<file path="config.mk">
export PLATFORM = sky130hd
export DESIGN_NAME = infix_to_postfix_converter_flat
export DESIGN_NICKNAME = d
export VERILOG_FILES = /design/src/sv/i2p_pkg.sv /design/src/sv/i2p_if.sv /design/src/sv/infix_to_postfix_converter.sv /design/src/sv/i2p_front.sv /design/src/sv/i2p_queue.sv /design/src/sv/i2p_back.sv /design/src/flat_wrapper.sv
export SDC_FILE = /design/constraint.sdc
export NUM_CORES = 1
export LEC_CHECK = 0
export ABC_AREA = 1
export BUFFER_PORTS_ARGS = -buffer_cell sky130_fd_sc_hd__buf_2
export CORE_ASPECT_RATIO = 0.6
export CORE_UTILIZATION = 65
export DETAILED_ROUTE_END_ITERATION = 7
export GPL_ROUTABILITY_DRIVEN = 0
export PLACE_DENSITY = 0.8
export SYNTH_ARGS = -nofsm -noshare
export SYNTH_HDL_FRONTEND = slang
export SYNTH_SLANG_ARGS = --single-unit
</file>
<file path="constraint.sdc">
create_clock -name clk_i -period 4.9 [get_ports clk_i]
set_clock_uncertainty 0.05 [all_clocks]
set_input_delay 0.735 -clock clk_i [delete_from_list [all_inputs] [get_ports clk_i]]
set_output_delay 0.735 -clock clk_i [all_outputs]
set_load 0.05 [all_outputs]
</file>
<file path="src/sv/i2p_pkg.sv">
package i2p_pkg;

  // Operator stack geometry.
  localparam int unsigned STACK_DEPTH = 16;
  localparam int unsigned STACK_AW    = (STACK_DEPTH > 1) ? $clog2(STACK_DEPTH) : 1;
  localparam int unsigned STACK_CW    = $clog2(STACK_DEPTH + 1);

  // Command queue between the front and the back.
  localparam int unsigned QUEUE_DEPTH = 2;
  localparam int unsigned QUEUE_AW    = (QUEUE_DEPTH > 1) ? $clog2(QUEUE_DEPTH) : 1;
  localparam int unsigned QUEUE_CW    = $clog2(QUEUE_DEPTH + 1);

  // Character codes.
  localparam logic [7:0] CH_NUL   = 8'h00;
  localparam logic [7:0] CH_SPACE = 8'h20;
  localparam logic [7:0] CH_PCT   = 8'h25;
  localparam logic [7:0] CH_LPAR  = 8'h28;
  localparam logic [7:0] CH_RPAR  = 8'h29;
  localparam logic [7:0] CH_STAR  = 8'h2A;
  localparam logic [7:0] CH_PLUS  = 8'h2B;
  localparam logic [7:0] CH_MINUS = 8'h2D;
  localparam logic [7:0] CH_SLASH = 8'h2F;
  localparam logic [7:0] CH_ZERO  = 8'h30;
  localparam logic [7:0] CH_NINE  = 8'h39;
  localparam logic [7:0] CH_CARET = 8'h5E;

  typedef enum logic [1:0] {
    ERR_NONE      = 2'd0,
    ERR_UNMATCHED = 2'd1,
    ERR_OVERFLOW  = 2'd2
  } err_e;

  typedef enum logic [2:0] {
    K_COPY   = 3'd0,
    K_OPEN   = 3'd1,
    K_OPER   = 3'd2,
    K_CLOSE  = 3'd3,
    K_IGNORE = 3'd4
  } kind_e;

  typedef struct packed {
    kind_e      kind;
    logic [7:0] ch;
    logic [1:0] prec;
    logic       sep;
    logic       eoe;
  } cmd_t;

  typedef struct packed {
    logic valid;
    cmd_t cmd;
  } cmd_req_t;

  typedef struct packed {
    logic [7:0] out_char;
    logic       char_valid;
    logic       expr_done;
    err_e       error_code;
    logic       last_of_run;
  } result_t;

  // Binding strength of an operator; zero for anything else.
  function automatic logic [1:0] prec_of(input logic [7:0] c);
    logic [1:0] p;
    p = 2'd0;
    case (c)
      CH_CARET:                   p = 2'd3;
      CH_STAR, CH_SLASH, CH_PCT:  p = 2'd2;
      CH_PLUS, CH_MINUS:          p = 2'd1;
      default:                    p = 2'd0;
    endcase
    return p;
  endfunction

endpackage

</file>
<file path="src/sv/i2p_if.sv">
interface i2p_in_if;
  logic       valid;
  logic       ready;
  logic [7:0] in_char;
  logic [7:0] next_char;
  logic       end_of_expr;

  modport source (output valid, output in_char, output next_char, output end_of_expr,
                  input ready);
  modport sink (input valid, input in_char, input next_char, input end_of_expr,
                output ready);
endinterface

interface i2p_out_if;
  logic       valid;
  logic       ready;
  logic [7:0] out_char;
  logic       char_valid;
  logic       expr_done;
  logic [1:0] error_code;
  logic       last_of_run;

  modport source (output valid, output out_char, output char_valid, output expr_done,
                  output error_code, output last_of_run, input ready);
  modport sink (input valid, input out_char, input char_valid, input expr_done,
                input error_code, input last_of_run, output ready);
endinterface

</file>
<file path="src/sv/infix_to_postfix_converter.sv">
// Channel  Dir  Carries                                   Transfer when
// in_i     in   in_char, next_char, end_of_expr            valid & ready
// out_o    out  out_char, char_valid, expr_done,           valid & ready
//               error_code, last_of_run
//
// In the back, a digit or space, a '(' and a ')' that finds its '(' on top pass
// through dispatch, work, end check and finish. An operator adds a step to see
// that its pop run is over and another for a separating space, and an ignored
// character skips the work step. Every popped stack entry adds a step of its own.
// Reset is asynchronous and active low and empties the stack and the queue.
// The front fills a two-entry queue; the back stalls only on full result registers.
module infix_to_postfix_converter (
  input  logic      clk_i,
  input  logic      rst_ni,
  i2p_in_if.sink    in_i,
  i2p_out_if.source out_o
);
  import i2p_pkg::*;

  // Classified characters from the front, and the same after the queue.
  cmd_req_t front_cmd;
  cmd_req_t queue_cmd;
  logic     queue_ready;
  logic     back_ready;

  // The front classifies each character and works out whether an operator
  // needs a separating space, since that depends only on the input order.
  i2p_front u_front (
    .clk_i       (clk_i),
    .rst_ni      (rst_ni),
    .in_i        (in_i),
    .cmd_o       (front_cmd),
    .cmd_ready_i (queue_ready)
  );

  // The queue lets the front take new characters while a long pop run of an
  // earlier one is still going on in the back.
  i2p_queue u_queue (
    .clk_i        (clk_i),
    .rst_ni       (rst_ni),
    .push_i       (front_cmd),
    .push_ready_o (queue_ready),
    .pop_o        (queue_cmd),
    .pop_ready_i  (back_ready)
  );

  // The back owns the operator stack and produces at most one result per cycle.
  // Each result waits in a hold register until the next result or the finish step
  // shows if it was the last of its character, then moves to the output register.
  i2p_back u_back (
    .clk_i       (clk_i),
    .rst_ni      (rst_ni),
    .cmd_i       (queue_cmd),
    .cmd_ready_o (back_ready),
    .out_o       (out_o)
  );

endmodule

</file>
<file path="src/sv/i2p_front.sv">
module i2p_front (
  input  logic               clk_i,
  input  logic               rst_ni,
  i2p_in_if.sink             in_i,
  output i2p_pkg::cmd_req_t  cmd_o,
  input  logic               cmd_ready_i
);
  import i2p_pkg::*;

  logic [7:0] prev_q, prev_d;
  logic       accept;
  logic [1:0] prec;
  kind_e      kind;

  assign in_i.ready = cmd_ready_i;
  assign accept     = in_i.valid & cmd_ready_i;
  assign prec       = prec_of(in_i.in_char);

  always_comb begin
    if ((in_i.in_char >= CH_ZERO && in_i.in_char <= CH_NINE) || in_i.in_char == CH_SPACE) begin
      kind = K_COPY;
    end else if (in_i.in_char == CH_LPAR) begin
      kind = K_OPEN;
    end else if (prec != 2'd0) begin
      kind = K_OPER;
    end else if (in_i.in_char == CH_RPAR) begin
      kind = K_CLOSE;
    end else begin
      kind = K_IGNORE;
    end
  end

  always_comb begin
    cmd_o.valid    = in_i.valid;
    cmd_o.cmd.kind = kind;
    cmd_o.cmd.ch   = in_i.in_char;
    cmd_o.cmd.prec = prec;
    cmd_o.cmd.sep  = (prev_q != CH_SPACE) && (in_i.next_char != CH_SPACE);
    cmd_o.cmd.eoe  = in_i.end_of_expr;
  end

  // The previous character restarts as a space after every expression.
  always_comb begin
    prev_d = prev_q;
    if (accept) begin
      prev_d = in_i.end_of_expr ? CH_SPACE : in_i.in_char;
    end
  end

  always_ff @(posedge clk_i or negedge rst_ni) begin
    if (!rst_ni) begin
      prev_q <= CH_SPACE;
    end else begin
      prev_q <= prev_d;
    end
  end

endmodule

</file>
<file path="src/sv/i2p_queue.sv">
module i2p_queue (
  input  logic               clk_i,
  input  logic               rst_ni,
  input  i2p_pkg::cmd_req_t  push_i,
  output logic               push_ready_o,
  output i2p_pkg::cmd_req_t  pop_o,
  input  logic               pop_ready_i
);
  import i2p_pkg::*;

  cmd_t                entry_q [QUEUE_DEPTH];
  logic [QUEUE_AW-1:0] wr_ptr_q, wr_ptr_d, rd_ptr_q, rd_ptr_d;
  logic [QUEUE_CW-1:0] count_q, count_d;
  logic                push, pop;

  assign push_ready_o = count_q != QUEUE_CW'(QUEUE_DEPTH);
  assign push         = push_i.valid & push_ready_o;
  assign pop_o.valid  = count_q != '0;
  assign pop_o.cmd    = entry_q[rd_ptr_q];
  assign pop          = pop_ready_i & pop_o.valid;

  always_comb begin
    wr_ptr_d = wr_ptr_q;
    rd_ptr_d = rd_ptr_q;
    count_d  = count_q;
    if (push) begin
      wr_ptr_d = (wr_ptr_q == QUEUE_AW'(QUEUE_DEPTH - 1)) ? '0 : wr_ptr_q + 1'b1;
    end
    if (pop) begin
      rd_ptr_d = (rd_ptr_q == QUEUE_AW'(QUEUE_DEPTH - 1)) ? '0 : rd_ptr_q + 1'b1;
    end
    if (push && !pop) begin
      count_d = count_q + 1'b1;
    end else if (pop && !push) begin
      count_d = count_q - 1'b1;
    end
  end

  always_ff @(posedge clk_i or negedge rst_ni) begin
    if (!rst_ni) begin
      wr_ptr_q <= '0;
      rd_ptr_q <= '0;
      count_q  <= '0;
    end else begin
      wr_ptr_q <= wr_ptr_d;
      rd_ptr_q <= rd_ptr_d;
      count_q  <= count_d;
    end
  end

  always_ff @(posedge clk_i) begin
    if (push) begin
      entry_q[wr_ptr_q] <= push_i.cmd;
    end
  end

endmodule

</file>
<file path="src/sv/i2p_back.sv">
module i2p_back (
  input  logic               clk_i,
  input  logic               rst_ni,
  input  i2p_pkg::cmd_req_t  cmd_i,
  output logic               cmd_ready_o,
  i2p_out_if.source          out_o
);
  import i2p_pkg::*;

  typedef enum logic [7:0] {
    S_IDLE  = 8'b0000_0001,
    S_COPY  = 8'b0000_0010,
    S_SEP   = 8'b0000_0100,
    S_POP   = 8'b0000_1000,
    S_PUSH  = 8'b0001_0000,
    S_CLOSE = 8'b0010_0000,
    S_END   = 8'b0100_0000,
    S_FIN   = 8'b1000_0000
  } state_e;

  state_e              state_q, state_d;
  cmd_t                cmd_q;
  logic                cmd_load;

  logic [7:0]          mem [STACK_DEPTH];
  logic [STACK_CW-1:0] cnt_q, cnt_d;
  logic [7:0]          top_q, rd_q, top;
  logic                top_rd_q, top_rd_d;
  logic [STACK_AW-1:0] rd_addr;
  logic                do_push, do_pop, has_top, full;

  result_t             hold_q, out_q, emit_res, fin_res;
  logic                hold_valid_q, hold_valid_d, out_valid_q, out_valid_d;
  logic                emit, fin_load, move, out_free, can_emit;

  // The top entry lives in top_q after a push and in rd_q after a pop.
  assign top      = top_rd_q ? rd_q : top_q;
  assign has_top  = cnt_q != '0;
  assign full     = cnt_q == STACK_CW'(STACK_DEPTH);
  assign rd_addr  = STACK_AW'(cnt_q - STACK_CW'(2));
  assign out_free = !out_valid_q || out_o.ready;
  assign can_emit = !hold_valid_q || out_free;
  assign move     = fin_load || (emit && hold_valid_q);

  always_comb begin
    state_d     = state_q;
    cmd_ready_o = 1'b0;
    cmd_load    = 1'b0;
    emit        = 1'b0;
    emit_res    = '{out_char: CH_NUL, char_valid: 1'b0, expr_done: 1'b0,
                    error_code: ERR_NONE, last_of_run: 1'b0};
    fin_load    = 1'b0;
    fin_res     = hold_q;
    do_push     = 1'b0;
    do_pop      = 1'b0;

    case (state_q)
      S_IDLE: begin
        cmd_ready_o = 1'b1;
        if (cmd_i.valid) begin
          cmd_load = 1'b1;
          case (cmd_i.cmd.kind)
            K_COPY:  state_d = S_COPY;
            K_OPEN:  state_d = S_PUSH;
            K_OPER:  state_d = cmd_i.cmd.sep ? S_SEP : S_POP;
            K_CLOSE: state_d = S_CLOSE;
            default: state_d = S_END;
          endcase
        end
      end
      S_COPY: begin
        if (can_emit) begin
          emit                = 1'b1;
          emit_res.out_char   = cmd_q.ch;
          emit_res.char_valid = 1'b1;
          state_d             = S_END;
        end
      end
      S_SEP: begin
        if (can_emit) begin
          emit                = 1'b1;
          emit_res.out_char   = CH_SPACE;
          emit_res.char_valid = 1'b1;
          state_d             = S_POP;
        end
      end
      S_POP: begin
        if (has_top && prec_of(top) >= cmd_q.prec) begin
          if (can_emit) begin
            emit                = 1'b1;
            do_pop              = 1'b1;
            emit_res.out_char   = top;
            emit_res.char_valid = 1'b1;
          end
        end else begin
          state_d = S_PUSH;
        end
      end
      S_PUSH: begin
        if (!full) begin
          do_push = 1'b1;
          state_d = S_END;
        end else if (can_emit) begin
          emit                = 1'b1;
          emit_res.error_code = ERR_OVERFLOW;
          state_d             = S_END;
        end
      end
      S_CLOSE: begin
        if (has_top && top != CH_LPAR) begin
          if (can_emit) begin
            emit                = 1'b1;
            do_pop              = 1'b1;
            emit_res.out_char   = top;
            emit_res.char_valid = 1'b1;
          end
        end else if (has_top) begin
          do_pop  = 1'b1;
          state_d = S_END;
        end else if (can_emit) begin
          emit                = 1'b1;
          emit_res.error_code = ERR_UNMATCHED;
          state_d             = S_END;
        end
      end
      S_END: begin
        if (cmd_q.eoe && has_top) begin
          if (can_emit) begin
            emit                = 1'b1;
            do_pop              = 1'b1;
            emit_res.out_char   = top;
            emit_res.char_valid = 1'b1;
          end
        end else begin
          state_d = S_FIN;
        end
      end
      S_FIN: begin
        fin_res.last_of_run = 1'b1;
        fin_res.expr_done   = cmd_q.eoe;
        if (hold_valid_q) begin
          if (out_free) begin
            fin_load = 1'b1;
            state_d  = S_IDLE;
          end
        end else if (cmd_q.eoe) begin
          fin_res.out_char   = CH_NUL;
          fin_res.char_valid = 1'b0;
          fin_res.error_code = ERR_NONE;
          if (out_free) begin
            fin_load = 1'b1;
            state_d  = S_IDLE;
          end
        end else begin
          state_d = S_IDLE;
        end
      end
      default: begin
        state_d = S_IDLE;
      end
    endcase
  end

  always_comb begin
    cnt_d    = cnt_q;
    top_rd_d = top_rd_q;
    if (do_push) begin
      cnt_d    = cnt_q + 1'b1;
      top_rd_d = 1'b0;
    end else if (do_pop) begin
      cnt_d    = cnt_q - 1'b1;
      top_rd_d = 1'b1;
    end
  end

  always_comb begin
    hold_valid_d = hold_valid_q;
    if (emit) begin
      hold_valid_d = 1'b1;
    end else if (fin_load) begin
      hold_valid_d = 1'b0;
    end
    out_valid_d = out_valid_q && !out_o.ready;
    if (move) begin
      out_valid_d = 1'b1;
    end
  end

  always_ff @(posedge clk_i or negedge rst_ni) begin
    if (!rst_ni) begin
      state_q      <= S_IDLE;
      cnt_q        <= '0;
      top_rd_q     <= 1'b0;
      hold_valid_q <= 1'b0;
      out_valid_q  <= 1'b0;
    end else begin
      state_q      <= state_d;
      cnt_q        <= cnt_d;
      top_rd_q     <= top_rd_d;
      hold_valid_q <= hold_valid_d;
      out_valid_q  <= out_valid_d;
    end
  end

  always_ff @(posedge clk_i) begin
    if (cmd_load) begin
      cmd_q <= cmd_i.cmd;
    end
    if (emit) begin
      hold_q <= emit_res;
    end
    if (fin_load) begin
      out_q <= fin_res;
    end else if (emit && hold_valid_q) begin
      out_q <= hold_q;
    end
  end

  // Stack memory: one write on a push, one registered read on a pop.
  always_ff @(posedge clk_i) begin
    if (do_push) begin
      mem[cnt_q[STACK_AW-1:0]] <= cmd_q.ch;
      top_q                    <= cmd_q.ch;
    end
    if (do_pop) begin
      rd_q <= mem[rd_addr];
    end
  end

  assign out_o.valid       = out_valid_q;
  assign out_o.out_char    = out_q.out_char;
  assign out_o.char_valid  = out_q.char_valid;
  assign out_o.expr_done   = out_q.expr_done;
  assign out_o.error_code  = out_q.error_code;
  assign out_o.last_of_run = out_q.last_of_run;

endmodule

</file>
<file path="src/flat_wrapper.sv">
// flat-port wrapper written by rule: the top's interface ports become plain ports
module infix_to_postfix_converter_flat import i2p_pkg::*;
  (clk_i, rst_ni, in_i_valid, in_i_in_char, in_i_next_char, in_i_end_of_expr, in_i_ready, out_o_valid, out_o_out_char, out_o_char_valid, out_o_expr_done, out_o_error_code, out_o_last_of_run, out_o_ready);
  i2p_in_if in_i_i ();
  i2p_out_if out_o_i ();
  input  logic clk_i;
  input  logic rst_ni;
  input wire logic [$bits(in_i_i.valid)-1:0] in_i_valid;
  input wire logic [$bits(in_i_i.in_char)-1:0] in_i_in_char;
  input wire logic [$bits(in_i_i.next_char)-1:0] in_i_next_char;
  input wire logic [$bits(in_i_i.end_of_expr)-1:0] in_i_end_of_expr;
  output wire logic [$bits(in_i_i.ready)-1:0] in_i_ready;
  output wire logic [$bits(out_o_i.valid)-1:0] out_o_valid;
  output wire logic [$bits(out_o_i.out_char)-1:0] out_o_out_char;
  output wire logic [$bits(out_o_i.char_valid)-1:0] out_o_char_valid;
  output wire logic [$bits(out_o_i.expr_done)-1:0] out_o_expr_done;
  output wire logic [$bits(out_o_i.error_code)-1:0] out_o_error_code;
  output wire logic [$bits(out_o_i.last_of_run)-1:0] out_o_last_of_run;
  input wire logic [$bits(out_o_i.ready)-1:0] out_o_ready;
  assign in_i_i.valid = in_i_valid;
  assign in_i_i.in_char = in_i_in_char;
  assign in_i_i.next_char = in_i_next_char;
  assign in_i_i.end_of_expr = in_i_end_of_expr;
  assign in_i_ready = in_i_i.ready;
  assign out_o_valid = out_o_i.valid;
  assign out_o_out_char = out_o_i.out_char;
  assign out_o_char_valid = out_o_i.char_valid;
  assign out_o_expr_done = out_o_i.expr_done;
  assign out_o_error_code = out_o_i.error_code;
  assign out_o_last_of_run = out_o_i.last_of_run;
  assign out_o_i.ready = out_o_ready;
  infix_to_postfix_converter u_core (.clk_i(clk_i), .rst_ni(rst_ni), .in_i(in_i_i), .out_o(out_o_i));
endmodule
</file>
==> impl_metrics.csv <==
group,metric,value,unit
run_status,status,"completed",
clock_tree,clk_latency,0.51,ns
clock_tree,cts_buffers,22,
logic_synthesis,ys_ff_latch,237,
grt,grt.total_usage,0.286,
placement,port_buffers,35,
floorplan,io_pins,36,
pwr,peakVddDrop,333,uV
finish,diodes,0,
clock_tree,postCtsHoldBufs,0,
setup_path,cpPeakStageDelay,0.55,ns
placement,dp_hpwl,14500,um
finish,final_area,11000,sq um
grt,grt_max_degree,34,
setup_path,worstSetupStartpointType,"flip-flop",
pwr,static-leakage-power,4.28,nW
sta,min_period,3.62,ns
sta,clock.fmax,0.276,GHz
sta,tns,0,ns
grt,grt_overflow_total,0,
setup_path,slowest_stage,"dfrtp_1",
sta,drv_slew,0,
logic_synthesis,synthCells,876,
floorplan,die_y,98.1,um
routing,vias_per_cell,6.07,
clock_tree,clkSinkCount,237,
placement,place_area,10400,sq um
setup_path,worst_setup_path_end_kind,"flip-flop",
routing,drt-initial-drc-count,702,
clock_tree,cts_resized,0,
grt,antenna_found_initial,0,
logic_synthesis,synth_ff_type,"edfxtp_1",
floorplan,die_x,162,um
logic_synthesis,async_flop_share,0.118,
routing,first_pass_iters,7,
setup_path,path_cells,"inv_4 -> nand2_1 -> nand2_1 -> a21oi_1 -> nand3_1 -> and3_1 -> ha_1 -> nand2_1 -> nand3_1 -> nand3_1 -> nand2_1 -> nand3_1 -> nand2_1 -> inv_2 -> nand2_1 -> nand2_1 -> nand2_1",
sta,relSlewSlack,0.416,
setup_path,r2r_start,"u_core.u_back.top_rd_q",
routing,highest_layer,"met4",
logic_synthesis,synth_area_leaders,"edfxtp_1 63%, nand2_1 9.3%, dfrtp_1 6.5%",
logic_synthesis,synth_top_area_frac,0.627,
pwr,pwr-share-clk,0.238,
clock_tree,cts_buffer_depth,3,
pwr,intPower,4.25,mW
grt,grt_pass1_wl,34500,um
logic_synthesis,syn-num-nets,905,
sta,period_share,0.738,
floorplan,dieArea,15900,sq um
finish,drive_gt1_frac,0.0987,
sta,rsz0062_at_grt,"no",
pwr,pwr-share-seq,0.462,
floorplan,core_area,14800,sq um
setup_path,path_class,"flip-flop to flip-flop",
clock_tree,clk_pin_slew,0.07,ns
clock_tree,htreeDepth,1,
finish,nets,947,
routing,vias,6862,
clock_tree,cts_root_buf,"clkbuf_16",
routing,wl_met3,2490,um
finish,area_growth,10.3,%
logic_synthesis,synth_warnings,0,
grt,grt_pass1_vias,6634,
job,max_cap_viol_count,0,
routing,post_drt_wl_per_cell,19.2,um
pwr,combPwrFrac,0.301,
routing,drc,0,
setup_path,worstPathRequired,4.99,ns
routing,wl_met1,9250,um
routing,wirelength,21700,um
setup_path,crit_path_start,"u_core.u_back.top_rd_q",
pwr,switchingPower,2.58,mW
logic_synthesis,synthDistinctLibCells,42,
sta,hold_ws,0.225,ns
logic_synthesis,synth.avg_cell_area,11.4,sq um
clock_tree,cts_tree,"yes",
pwr,p_per_area,619,nW/um^2
routing,antenna_left,0,
floorplan,start_util,0.678,
setup_path,crit_fanout,13,
setup_path,crit_top_cell,"nand2_1",
routing,wl_met2,9410,um
pwr,switching_share,0.378,
setup_path,worstPathArrival,3.70,ns
sta,worst_slew_pin_slew,0.870,ns
logic_synthesis,synth_commonest_cells,"248 x nand2_1, 209 x edfxtp_1, 92 x inv_1",
hold_path,hold_path_class,"input port to async pin",
setup_path,crit_buf_inv,2,
logic_synthesis,netlist_area,10000,sq um
logic_synthesis,synth_most_common_cell,"nand2_1",
clock_tree,postCtsSetupRepairBufs,0,
logic_synthesis,synth_edf_count,209,
setup_path,cp_top_family,"simple AND/OR/NAND/NOR gates",
logic_synthesis,synth_top_area_cell,"edfxtp_1",
finish,fillers,930,
logic_synthesis,seq_area_frac_synth,0.698,
sta,hold_viol,0,
floorplan,rows,34,
sta,setup_viol,0,
state kept, by name, summed over array words and instances (netlist names), 2 cells and up:
name / flops
u_core.u_back.rd_q: 8
u_core.u_front.prev_q: 8
u_core.u_back.out_o.out_char: 8
u_core.u_back.out_o.error_code: 2
u_core.u_back.state_q: 8
u_core.u_back.hold_q: 11
u_core.u_back.top_q: 8
u_core.u_back.cnt_q: 5
u_core.u_queue.count_q: 2
u_core.u_back.mem: 128
u_core.u_back.cmd_q: 11
u_core.u_queue.entry_q: 30
final cells by class:
| class | instances | area (sq um) | area share |
|---|---|---|---|
| Clock buffer | 31 | 604 | 0.0548 |
| Clock inverter | 7 | 71.3 | 0.00646 |
| Inverter | 97 | 367 | 0.0332 |
| Multi-Input combinational cell | 519 | 2540 | 0.231 |
| Sequential cell | 237 | 6980 | 0.632 |
| Tap cell | 198 | 248 | 0.0225 |
| Timing Repair Buffer | 41 | 220 | 0.0200 |
cells in the final DEF (no fill, tap or decap), types with 4 or more instances in the layout:
cell type / synthesis / routed
ha_1: 7 / 7
inv_2: 4 / 4
buf_4: 2 / 6
buf_2: 8 / 35
nor2_1: 64 / 64
nor3_1: 9 / 9
o21ai_0: 20 / 20
o211ai_1: 6 / 6
nand4_1: 23 / 23
a41oi_1: 9 / 9
edfxtp_1: 209 / 209
nor4_1: 6 / 6
nand2_2: 5 / 5
o31ai_1: 5 / 5
clkbuf_16: 0 / 22
a21oi_1: 19 / 19
clkbuf_1: 12 / 7
dfrtp_1: 26 / 26
o21ai_1: 5 / 5
a22oi_1: 19 / 19
inv_1: 92 / 92
xor2_1: 6 / 6
a31oi_1: 6 / 6
nand2_1: 248 / 248
nand3_1: 39 / 39
logic make-up after synthesis:
group / after synthesis / share of synthesized area
and+or+nand+nor: 409 / 0.176
DFF: 237 / 0.698
buffers and inverters: 120 / 0.0478
AOI/OAI and AO/OA: 93 / 0.0593
xor gates and xnor gates: 8 / 0.00701
adders and majority gates: 8 / 0.0108
muxes: 1 / 0.00100
power by group through the flow:
stage                     clock network [mW]  registers, mW  logic, mW
after CTS                               1.63           3.14       2.01
after global placement                     0           3.15       1.89
final                                   1.62           3.15       2.05
after global routing                    1.70           3.19       2.25
after detailed placement                   0           3.18       1.98
after floorplan                            0           3.08       1.38
through the flow:
step	std cells	total power, mW	worst slack (ns)	utilization
floorplan	876	4.45	1.87	-
global placement	1092	5.04	1.61	0.702
detailed placement	1092	5.17	1.34	0.702
CTS	1130	6.79	1.31	0.748
global route	1130	7.14	0.873	0.748
finish	1130	6.83	1.28	0.748
metal layers:
layer  GRT usage  vias up
met5           0        -
li1            -     3112
met1       0.446     3245
met2       0.419      438
met4      0.0893        0
met3      0.0463       67
worst paths after layout:
| kind | end | slack (ns) | cells after the start |
|---|---|---|---|
| max in group asynchronous | u_core.u_front.prev_q[0] | 4.13 | 1 |
| min | u_core.u_back.out_o.valid | 0.22 | 1 |
| max reg2reg | u_core.u_back.out_o.error_code[1] | 1.28 | 17 |
| min in group clk_i | u_core.u_queue.entry_q[0][10] | 0.40 | 1 |
| max | u_core.u_back.out_o.error_code[1] | 1.28 | 17 |
| min reg2reg | u_core.u_front.prev_q[7] | 0.45 | 2 |
No activity file was read; power rests on OpenSTA's default activity.
